## src/design/psat_pkg.sv

```systemverilog
// ----------------------------------------------------------------------------
// psat_pkg
// Shared types, widths and codes of the profile sample accumulation table.
// ----------------------------------------------------------------------------
`default_nettype none

package psat_pkg;

  localparam int unsigned ADDR_W = 48;
  localparam int unsigned TICK_W = 64;
  localparam int unsigned CNT_W  = 32;
  localparam int unsigned SLOT_W = 6;
  localparam int unsigned USED_W = 7;
  localparam int unsigned STAT_W = 3;

  localparam int unsigned TABLE_SLOTS_DEF  = 64;
  localparam int unsigned ADDRESS_BITS_DEF = 48;

  localparam logic [CNT_W-1:0] CNT_MAX = '1;

  typedef enum logic [STAT_W-1:0] {
    ST_UPDATED   = 3'd0,
    ST_ALLOCATED = 3'd1,
    ST_FULL      = 3'd2,
    ST_READ      = 3'd3,
    ST_ZERO      = 3'd4
  } psat_status_e;

  // Read address source for the entry RAM
  typedef enum logic [1:0] {
    RA_ITEM,  // slot named by the item (read slot, or slot 0 for a scan)
    RA_NEXT,  // scan index plus one
    RA_CUR    // scan index, keeps the read data steady
  } psat_raddr_e;

  typedef enum logic [2:0] {
    RES_UPDATE,
    RES_ALLOC,
    RES_FULL,
    RES_ZERO,
    RES_READ_HIT,
    RES_READ_EMPTY
  } psat_res_e;

  typedef struct packed {
    logic        load;
    psat_raddr_e ra_sel;
    logic        step;
    logic        res_load;
    psat_res_e   res_kind;
  } psat_cmd_t;

  typedef struct packed {
    logic op;
    logic addr_zero;
    logic used_zero;
    logic in_range;
    logic match;
    logic last;
    logic full;
    logic out_busy;
  } psat_stat_t;

endpackage

`default_nettype wire

```

## src/design/psat_ctrl.sv

```systemverilog
// ----------------------------------------------------------------------------
// psat_ctrl
// Sequencer: accepts one item, drives the slot scan and result loading.
// ----------------------------------------------------------------------------
`default_nettype none

module psat_ctrl
  import psat_pkg::*;
(
  input  wire logic       clk_i,
  input  wire logic       rst_ni,
  input  wire logic       in_valid_i,
  output logic            in_ready_o,
  input  wire psat_stat_t stat_i,
  output psat_cmd_t       cmd_o
);

  typedef enum logic [2:0] {
    S_IDLE,
    S_DECODE,
    S_SCAN,
    S_RDWAIT,
    S_ALLOC
  } state_e;

  state_e state_q, state_d;

  assign in_ready_o = (state_q == S_IDLE);

  always_comb begin
    state_d          = state_q;
    cmd_o.load       = 1'b0;
    cmd_o.ra_sel     = RA_CUR;
    cmd_o.step       = 1'b0;
    cmd_o.res_load   = 1'b0;
    cmd_o.res_kind   = RES_ZERO;
    unique case (state_q)
      S_IDLE: begin
        if (in_valid_i) begin
          cmd_o.load = 1'b1;
          state_d    = S_DECODE;
        end
      end
      S_DECODE: begin
        if (stat_i.op) begin
          if (stat_i.in_range) begin
            cmd_o.ra_sel = RA_ITEM;
            state_d      = S_RDWAIT;
          end else if (!stat_i.out_busy) begin
            cmd_o.res_load = 1'b1;
            cmd_o.res_kind = RES_READ_EMPTY;
            state_d        = S_IDLE;
          end
        end else if (stat_i.addr_zero) begin
          if (!stat_i.out_busy) begin
            cmd_o.res_load = 1'b1;
            cmd_o.res_kind = RES_ZERO;
            state_d        = S_IDLE;
          end
        end else if (stat_i.used_zero) begin
          state_d = S_ALLOC;
        end else begin
          cmd_o.ra_sel = RA_ITEM;
          state_d      = S_SCAN;
        end
      end
      S_SCAN: begin
        // read data holds the entry at the scan index
        if (stat_i.match) begin
          if (!stat_i.out_busy) begin
            cmd_o.res_load = 1'b1;
            cmd_o.res_kind = RES_UPDATE;
            state_d        = S_IDLE;
          end
        end else if (stat_i.last) begin
          state_d = S_ALLOC;
        end else begin
          cmd_o.ra_sel = RA_NEXT;
          cmd_o.step   = 1'b1;
        end
      end
      S_RDWAIT: begin
        cmd_o.ra_sel = RA_ITEM;
        if (!stat_i.out_busy) begin
          cmd_o.res_load = 1'b1;
          cmd_o.res_kind = RES_READ_HIT;
          state_d        = S_IDLE;
        end
      end
      S_ALLOC: begin
        if (!stat_i.out_busy) begin
          cmd_o.res_load = 1'b1;
          cmd_o.res_kind = stat_i.full ? RES_FULL : RES_ALLOC;
          state_d        = S_IDLE;
        end
      end
      default: begin
        state_d = S_IDLE;
      end
    endcase
  end

  always_ff @(posedge clk_i or negedge rst_ni) begin
    if (!rst_ni) begin
      state_q <= S_IDLE;
    end else begin
      state_q <= state_d;
    end
  end

endmodule

`default_nettype wire

```

## config.mk

```make
export PLATFORM = sky130hd
export DESIGN_NAME = psat_ctrl
export DESIGN_NICKNAME = d
export VERILOG_FILES = /design/src/design/psat_pkg.sv /design/src/design/psat_ctrl.sv
export SDC_FILE = /design/constraint.sdc
export NUM_CORES = 1
export LEC_CHECK = 0
export ABC_AREA = 1
export BUFFER_PORTS_ARGS = -buffer_cell sky130_fd_sc_hd__buf_4
export CAP_MARGIN = 10
export CORE_AREA = 3 3 40 42
export CTS_BUF_LIST = sky130_fd_sc_hd__clkbuf_4 sky130_fd_sc_hd__clkbuf_8 sky130_fd_sc_hd__clkbuf_16
export DETAILED_ROUTE_END_ITERATION = 16
export DIE_AREA = 0 0 43 45
export GPL_TIMING_DRIVEN = 0
export PLACE_DENSITY = 0.59
export SLEW_MARGIN = 25
export SYNTH_ARGS = -nofsm -noshare
export SYNTH_HDL_FRONTEND = slang
export SYNTH_SLANG_ARGS = --single-unit
```

## constraint.sdc

```tcl
create_clock -name clk_i -period 2.45 [get_ports clk_i]
set_input_delay 0.245 -clock clk_i [delete_from_list [all_inputs] [get_ports clk_i]]
set_output_delay 0.245 -clock clk_i [all_outputs]
set_load 0.05 [all_outputs]
```

# Word level (Yosys, flattened, before mapping)
# Cells that the tools add are included.
[totals]
in_bits = 11
regBits = 3
out_inout_bits = 9
wordCells = 40
[op_classes]
muxes = 30
reduce_logical = 3
n_eq_ne = 6
[op_table]
columns = ["operator", "n"]
rows = [
  ["$mux W4", 9],
  ["$mux W3", 10],
  ["$pmux W4 S4", 1],
  ["$pmux W3 S4", 1],
  ["$mux W2", 5],
  ["$eq A3 B2 Y1 const B", 2],
  ["$pmux W2 S3", 1],
  ["$eq A3 B1 Y1 const B", 1],
  ["$eq A3 B3 Y1 const B", 1],
  ["$logic_not A3 Y1", 1],
  ["$mux W1", 3],
  ["$ne A3 B3 Y1 const B", 1],
  ["$ne A2 B2 Y1 const B", 1],
  ["$reduce_and A2 Y1", 1],
  ["$reduce_or A2 Y1", 1],
]

# Longest topological paths before layout
# Gate-level depths: netlist (run 1).
[logic_depth]
word_depth = 4
depth_mapped = 7
mapped_depth_nobuf = 7

# Worst setup path after synthesis (run 1)
# OpenSTA, ideal clock, no wires.
[synth_path]
kind = "register -> output"
from = "register state_q[2]"
to = "output cmd_o[2] (netlist name)"
t_arrival_ps = 1739
path_stages_with_launch = 5
setup_slack_ps = 466
path_buffers = 1
path_cell_list = "dfrtp_1 -> buf_6 -> inv_6 -> nand3_1 -> o21ai_0"
[synth_lines]
columns = ["item", "line_no", "source"]
rows = [
  ["start, declared", "psat_ctrl.sv:26", "state_e state_q, state_d;"],
  ["start signal, assigned", "psat_ctrl.sv:107", "state_q <= state_d;"],
  ["end, declared", "psat_ctrl.sv:15", "output psat_cmd_t cmd_o"],
]

==> metrics.txt, run 1 <==
Mapped Cells 81; largest net degree at the start of global routing 10; max-cap violations 0; P_leak just under 0.4 nW; slew margin rel. roughly 83%; Regs by FF count state_q (3); Tot GR Track Use a little over an eighth; slowest CP cell dfrtp_1; crit-path max FO 9; vias post-DR 558; core area 1280 µm²; Routed WL per cell 9.37 µm; Port Buf Inserts 19; Synth area leaders dfrtp_1, nand2_1, nand3_1; crit-path cells buf_6 -> inv_6 -> nand2_4 -> nor2_2 -> o21ai_0 -> nand3b_1 -> buf_4; fin area 659 µm²; CTS root buffer clkbuf_4; CP Class reg -> out; final period utilization between 60% and 70%; first-pass GRT wire length approximately 2000 µm; Yosys reg bits 3; clk slew on worst S/H paths ~0.040 ns; Yosys cell types 17; RSZ-0062 raised after global routing false; IO Count 20; Critical Path RT 2.20 ns; fin crit period between 1.5 and 2 ns; drt drc 0; initial antenna violation count 0; Layout Nets roughly 120; DP Area a little over 600 µm²; max reg flops 3; Yosys warning count 0; Synth async-reset ratio between 90% and 100%; Die Ht about 45 µm; Seq/Total Area, Yosys 16.4%; antenna cells 0; # rows 13; CTS tree yes; Worst setup SP type register; post-DR vias/cell 4.65; Worst-Margin Slew 0.260 ns; power density over the cells 1380 nW/µm²; Post-Syn Nets roughly 90; final design utilization 51.3%; Routed Antenna Nets 0; total die area around 1900 µm²; Synth area leader dfrtp_1; ratio of cells with drive above 1 in the final layout about a third; final setup violation count 0; Commonest cells post-synth nand2_1, inv_1, nand3_1, nor2_1, o21ai_0; maximum vdd ir drop between 0.0006 and 0.0007 V; Post-DP HPWL 940 µm; clk sinks 3; Largest Register state_q; WP data arrival between 1 and 1.5 ns; drt pass-1 iters 4; H-tree Lvls 1; Initial Util between 30% and 40%; Post-CTS Setup Repair Bufs 0; Crit. End Element output pin; ys flop type dfrtp_1; Die Wd 43 µm; gpl congestion between 0.7 and 0.8; grt total ovfl 0; drt initial violations 13; top-area cell type share of the netlist area 16.4%; cell with the most instances after synthesis nand2_1; Mapped Avg Cell Area between 5 and 6 µm²; fin. max-slew vios 0; worst hold path class in -> async; outcome completed; clk_lat worst skew around 0.23 ns; area grow syn2layout 44.0%; Slowest Stage Delay on Critical Path about 0.36 ns; Final Skew 0.00308 ns; fmax about 0.59 GHz; Sum Neg Setup Slack 0 ns; Post-synth EDFFs 0; number of buffers created by CTS 3; Routed WL between 1000 and 1500 µm; Netlist Area Pre-Place 458 µm²; final worst slack 0.757 ns; Max Root-Sink Buffers 2; final hold violations 0; number of global-route vias before repair around 490; pre-CTS setup slack 0.993 ns
==> cell families (layout without fill, tap and decap cells) <==
logic type | count (synthesis) | count (layout) | synth area share, %
flip-flops | 3 | 3 | 16.4
AND/OR/NAND/NOR | 55 | 55 | 59.8
buffers and inverters | 15 | 39 | 15.0
AO/OA/AOI/OAI | 8 | 8 | 8.74
==> power breakdown <==
group          switching, W  total [W]  leakage, nW  internal (W)
Sequential        0.0000340   0.000105       0.0392     0.0000708
Combinational      0.000493   0.000713        0.327      0.000220
Clock             0.0000227  0.0000945       0.0184     0.0000718
==> per-stage QoR <==
step                      power [W]  cells  hold slack, ns
after floorplan            0.000641     81         -0.0506
after global placement     0.000825    115          0.0337
after detailed placement   0.000818    115          0.0348
after CTS                  0.000920    120           0.330
after global routing       0.000984    120           0.340
final                      0.000913    120           0.348
==> path summary, 6_finish.rpt <==
path / startpoint / end / slack [ns] / cells past startpoint
min in group clk_i: stat_i[2] / state_q[1] / 0.35 / 4
min: rst_ni / state_q[2] / 0.35 / 2
max: state_q[2] / cmd_o[6] / 0.76 / 7
min reg2reg: state_q[2] / state_q[0] / 0.71 / 4
max in group asynchronous: rst_ni / state_q[1] / 2.00 / 2
max reg2reg: state_q[2] / state_q[0] / 1.30 / 7
==> worst max-delay path, delay by kind of cell (launching register included) <==
kind / cells / cell delay, ns
AO/OA/AOI/OAI: 1 / 0.12
buffers and inverters: 3 / 0.42
flip-flops: 1 / 0.36
AND/OR/NAND/NOR: 3 / 0.32
==> cells in the final DEF (no fill, tap or decap), types with 3 or more instances in the layout <==
| cell | Yosys | layout |
|---|---|---|
| o21ai_0 | 6 | 6 |
| clkbuf_4 | 0 | 4 |
| buf_4 | 0 | 19 |
| inv_1 | 12 | 12 |
| nand2_1 | 20 | 20 |
| nor2_1 | 11 | 11 |
| nand2_2 | 3 | 3 |
| nand3_1 | 12 | 12 |
| dfrtp_1 | 3 | 3 |
==> metal layers <==
metal | wire length (µm) | GRT usage (%) | vias to the layer above
li1 | - | - | 302
met1 | 522 | 16.9 | 241
met2 | 535 | 21.9 | 15
met3 | 66 | 4.78 | 0
met4 | 0 | 3.61 | 0
met5 | 0 | 0 | -
==> area by class of cell <==
cell class / instances / area, µm²
Fill cell: 145 / 626
Multi-Input combinational cell: 63 / 314
Timing Repair Buffer: 20 / 153
Sequential cell: 3 / 75.1
Inverter: 14 / 57.6
Clock buffer: 4 / 30.0
Tap cell: 15 / 18.8
Buffer: 1 / 11.3
==> timing repair <==
item / 4_1_cts / 5_1_grt
hold buffers: 1 / 0
hold endpoints to repair: 3 / 0
resized for setup: 0 / 0
(Power assumes the default switching activity.)
==> run 2: changes to the inputs <==
- ABC_AREA: 1 -> 0
- PLACE_DENSITY: 0.59 -> 0.6
- clock period: 2.45 -> 1.67 ns (I/O delays scaled with it)
==> run 2 against run 1 <==
Net effect: the run now ends with setup timing left; sequential cell count stayed put; core utilization is 14 points higher; first-iteration DRC count is 46% lower; sequential power is 42% higher; non-clock buffer count is 8 higher; total power is 93% higher; critical path type unchanged.
==> metrics.txt, run 2 <==
outcome complete, but fails checks (was completed); failing checks setup timing; number of buffers created by CTS 3 (unchanged); Layout Nets 98 (was 117); P_leak 0.344 nW (was 0.385 nW); Post-DP HPWL 998 µm (was 940 µm); CP Class reg -> out (unchanged); Logic pwr share 83.3% (was 78.2%); Yosys warning count 0 (unchanged); final period utilization 100%; Mapped Cells 59 (was 81); Die Ht 45 µm (unchanged); final setup violation count 1 (was 0); IO Count 20 (unchanged); drt pass-1 iters 4 (unchanged); clk sinks 3 (unchanged); top-area cell type share of the netlist area 16.0% (was 16.4%); Synth area leaders dfrtp_1, a221oi_2, a21o_1 (was dfrtp_1, nand2_1, nand3_1); largest net degree at the start of global routing 11 (was 10); cells on worst reg2reg path 5 (was 7); RSZ-0062 raised after global routing true (was false); vias post-DR 571 (was 558); initial antenna violation count 0 (unchanged); Synth area leader dfrtp_1 (unchanged); Die Wd 43 µm (unchanged); drt initial violations 7 (was 13); cell with the most instances after synthesis nor2_1 (was nand2_1); final worst slack -0.00159 ns (was 0.757 ns); flop2flop setup slack 0.20 ns (was 1.30 ns); crit-path cells or2b_4 -> a2bb2oi_2 -> a21oi_2 -> buf_6 (was buf_6 -> inv_6 -> nand2_4 -> nor2_2 -> o21ai_0 -> nand3b_1 -> buf_4); Crit. End Element output pin (unchanged); commonest non-fill, non-tap cell in the layout buf_4 (was nand2_1); Seq pwr share 8.4% (was 11.5%); slowest CP cell dfrtp_2 (was dfrtp_1); Post-Syn Nets 70 (was 92); CP bufs+invs 1 (was 3); most frequent cells in the layout buf_4, buf_6, clkbuf_4 (was nand2_1, buf_4, inv_1, nand3_1, nor2_1); Yosys cell types 37 (was 17); Sum Neg Setup Slack -0.00159 ns (was 0 ns); stages on the worst setup path 4 (was 7); Largest Register state_q (unchanged); fmax 0.598 GHz; fin. max-slew vios 0 (unchanged); ys flop type dfrtp_1 (unchanged); # rows 13 (unchanged); Critical Path RT 1.50 ns (was 2.20 ns); total die area 1940 µm² (unchanged); end point of the critical path cmd_o[3] (was cmd_o[6]); Routed WL 1470 µm (was 1120 µm); Port Buf Inserts 18 (was 19); fin crit period between 1.5 and 2 ns; Netlist Area Pre-Place 470 µm² (was 458 µm²); final hold violations 0 (unchanged); Clk pwr share 8.3% (was 10.4%); Hold Slack 0.225 ns (was 0.348 ns); Mapped Avg Cell Area 7.97 µm² (was 5.65 µm²); delay-heaviest family, CP flip-flops (was buffers and inverters); Overall Power 0.00176 W (was 0.000913 W); power density over the cells 2110 nW/µm² (was 1380 nW/µm²); Post-synth EDFFs 0 (unchanged); Routed Antenna Nets 0 (unchanged); ratio of cells with drive above 1 in the final layout 64.0% (was 34.3%); number of global-route vias before repair 533 (was 491); WP data arrival 1.50 ns (was 1.45 ns); clk slew on worst S/H paths 0.04 ns (about the same); Synth async-reset ratio 100% (unchanged); grt total ovfl 0 (unchanged); post-DR vias/cell 5.65 (was 4.65); Yosys reg bits 3 (unchanged); Final Skew 0.00323 ns (was 0.00308 ns); worst hold path class in -> reg (was in -> async); Commonest cells post-synth nor2_1, a21o_1, buf_2, dfrtp_1 (was nand2_1, inv_1, nand3_1, nor2_1, o21ai_0); Max Root-Sink Buffers 2 (unchanged); maximum vdd ir drop 0.00112 V (was 0.000675 V); max-cap violations 0 (unchanged); pre-CTS setup slack 0.00738 ns (was 0.993 ns); drt drc 0 (unchanged); Worst setup SP type register (unchanged); CTS tree yes (unchanged); antenna cells 0 (unchanged); Slowest Stage Delay on Critical Path 0.45 ns (was 0.36 ns); internal power 0.000860 W (was 0.000363 W); first-pass GRT wire length 2400 µm (was 1960 µm); Tot GR Track Use 16.8% (was 13.4%); clk_lat worst skew 0.24 ns (was 0.23 ns); core area 1280 µm² (unchanged); Worst-Margin Slew 0.324 ns (was 0.260 ns); sw power 0.000905 W (was 0.000550 W); Critical path origin state_q[2] (unchanged); crit-path max FO 7 (was 9); CTS root buffer clkbuf_4 (unchanged); Initial Util 36.6% (was 35.6%); area grow syn2layout 77.7% (was 44.0%); Routed WL per cell 14.6 µm (was 9.37 µm); Regs by FF count state_q (3) (unchanged); gpl congestion 0.707 (was 0.744); Seq/Total Area, Yosys 16.0% (was 16.4%); switching share of power 51.3% (was 60.2%); RR Endpoint state_q[0] (unchanged); FF-to-FF Start state_q[1] (was state_q[2]); H-tree Lvls 1 (unchanged); slew margin rel. 78.4% (was 82.6%); max reg flops 3 (unchanged)
-- run 2: cell types whose count changed after synthesis, sizes merged, moves of 4 or more --
cell	previous run	this run
o21ai	6	2
nand3	14	2
nor2	15	6
a21o	0	4
nand2	24	2
inv	14	2
-- run 2: final cells by class --
type	instances	area [µm²]
fillers	120	449
well taps	15	18.8
repair buffers	24	214
plain buffers	5	40.0
inverters	2	7.51
clock buffers	4	30.0
flip-flops and latches	3	76.3
multi-input cells	48	449
-- run 2: worst min path at each step --
stage	start	to	slack, ns	depth (start not counted)
2_1_floorplan	rst_ni	state_q[0]	-0.13	0
3_3_place_gp	rst_ni	state_q[1]	-0.04	1
3_5_place_dp	rst_ni	state_q[2]	-0.04	1
4_1_cts	stat_i[5]	state_q[2]	0.22	3
5_1_grt	stat_i[5]	state_q[2]	0.22	3
6_report	stat_i[5]	state_q[2]	0.23	3
-- run 2: through the flow --
step                      area (µm²)  util (%)  instances
after floorplan                  513         -         59
after global placement           667      51.9         92
after detailed placement         667      51.9         92
after CTS                        787      61.2        101
after global routing             836      65.0        101
final                            836      65.0        101
-- run 2: logic make-up (layout without fill, tap and decap cells) --
family	Yosys count	in the layout	share of synthesized area (%)
compound gates	20	20	36.2
flops	3	3	16.0
simple gates	28	28	38.8
buf+inv	8	35	9.04
-- run 2: what timing repair did --
action | 4_1_cts | 5_1_grt
hold endpoints to repair | 3 | 0
setup buffers | 4 | 0
setup endpoints to repair | 5 | 8
hold buffers | 1 | 0
gates cloned | 1 | 0
resized for setup | 12 | 15
pin swaps | 6 | 1
-- run 2: worst min-delay path, delay by kind of cell --
family          cells  cell delay (ns)
simple gates        1             0.07
buf+inv             1             0.11
compound gates      1             0.06
-- run 2: layer usage --
| layer | GRT usage, % | wire length (µm) | part of all wire, % |
|---|---|---|---|
| met5 | 0 | 0 | 0 |
| met4 | 3.61 | 0 | 0 |
| met3 | 6.37 | 87 | 5.9 |
| met2 | 25.7 | 698 | 47 |
| met1 | 22.5 | 687 | 47 |
-- run 2: power groups by stage --
stage	combinational, W	sequential, W	clock (W)
after floorplan	0.000906	0.000131	0
after global placement	0.00115	0.000139	0
after detailed placement	0.00115	0.000140	0
after CTS	0.00137	0.000146	0.000152
after global routing	0.00155	0.000155	0.000163
final	0.00147	0.000149	0.000147
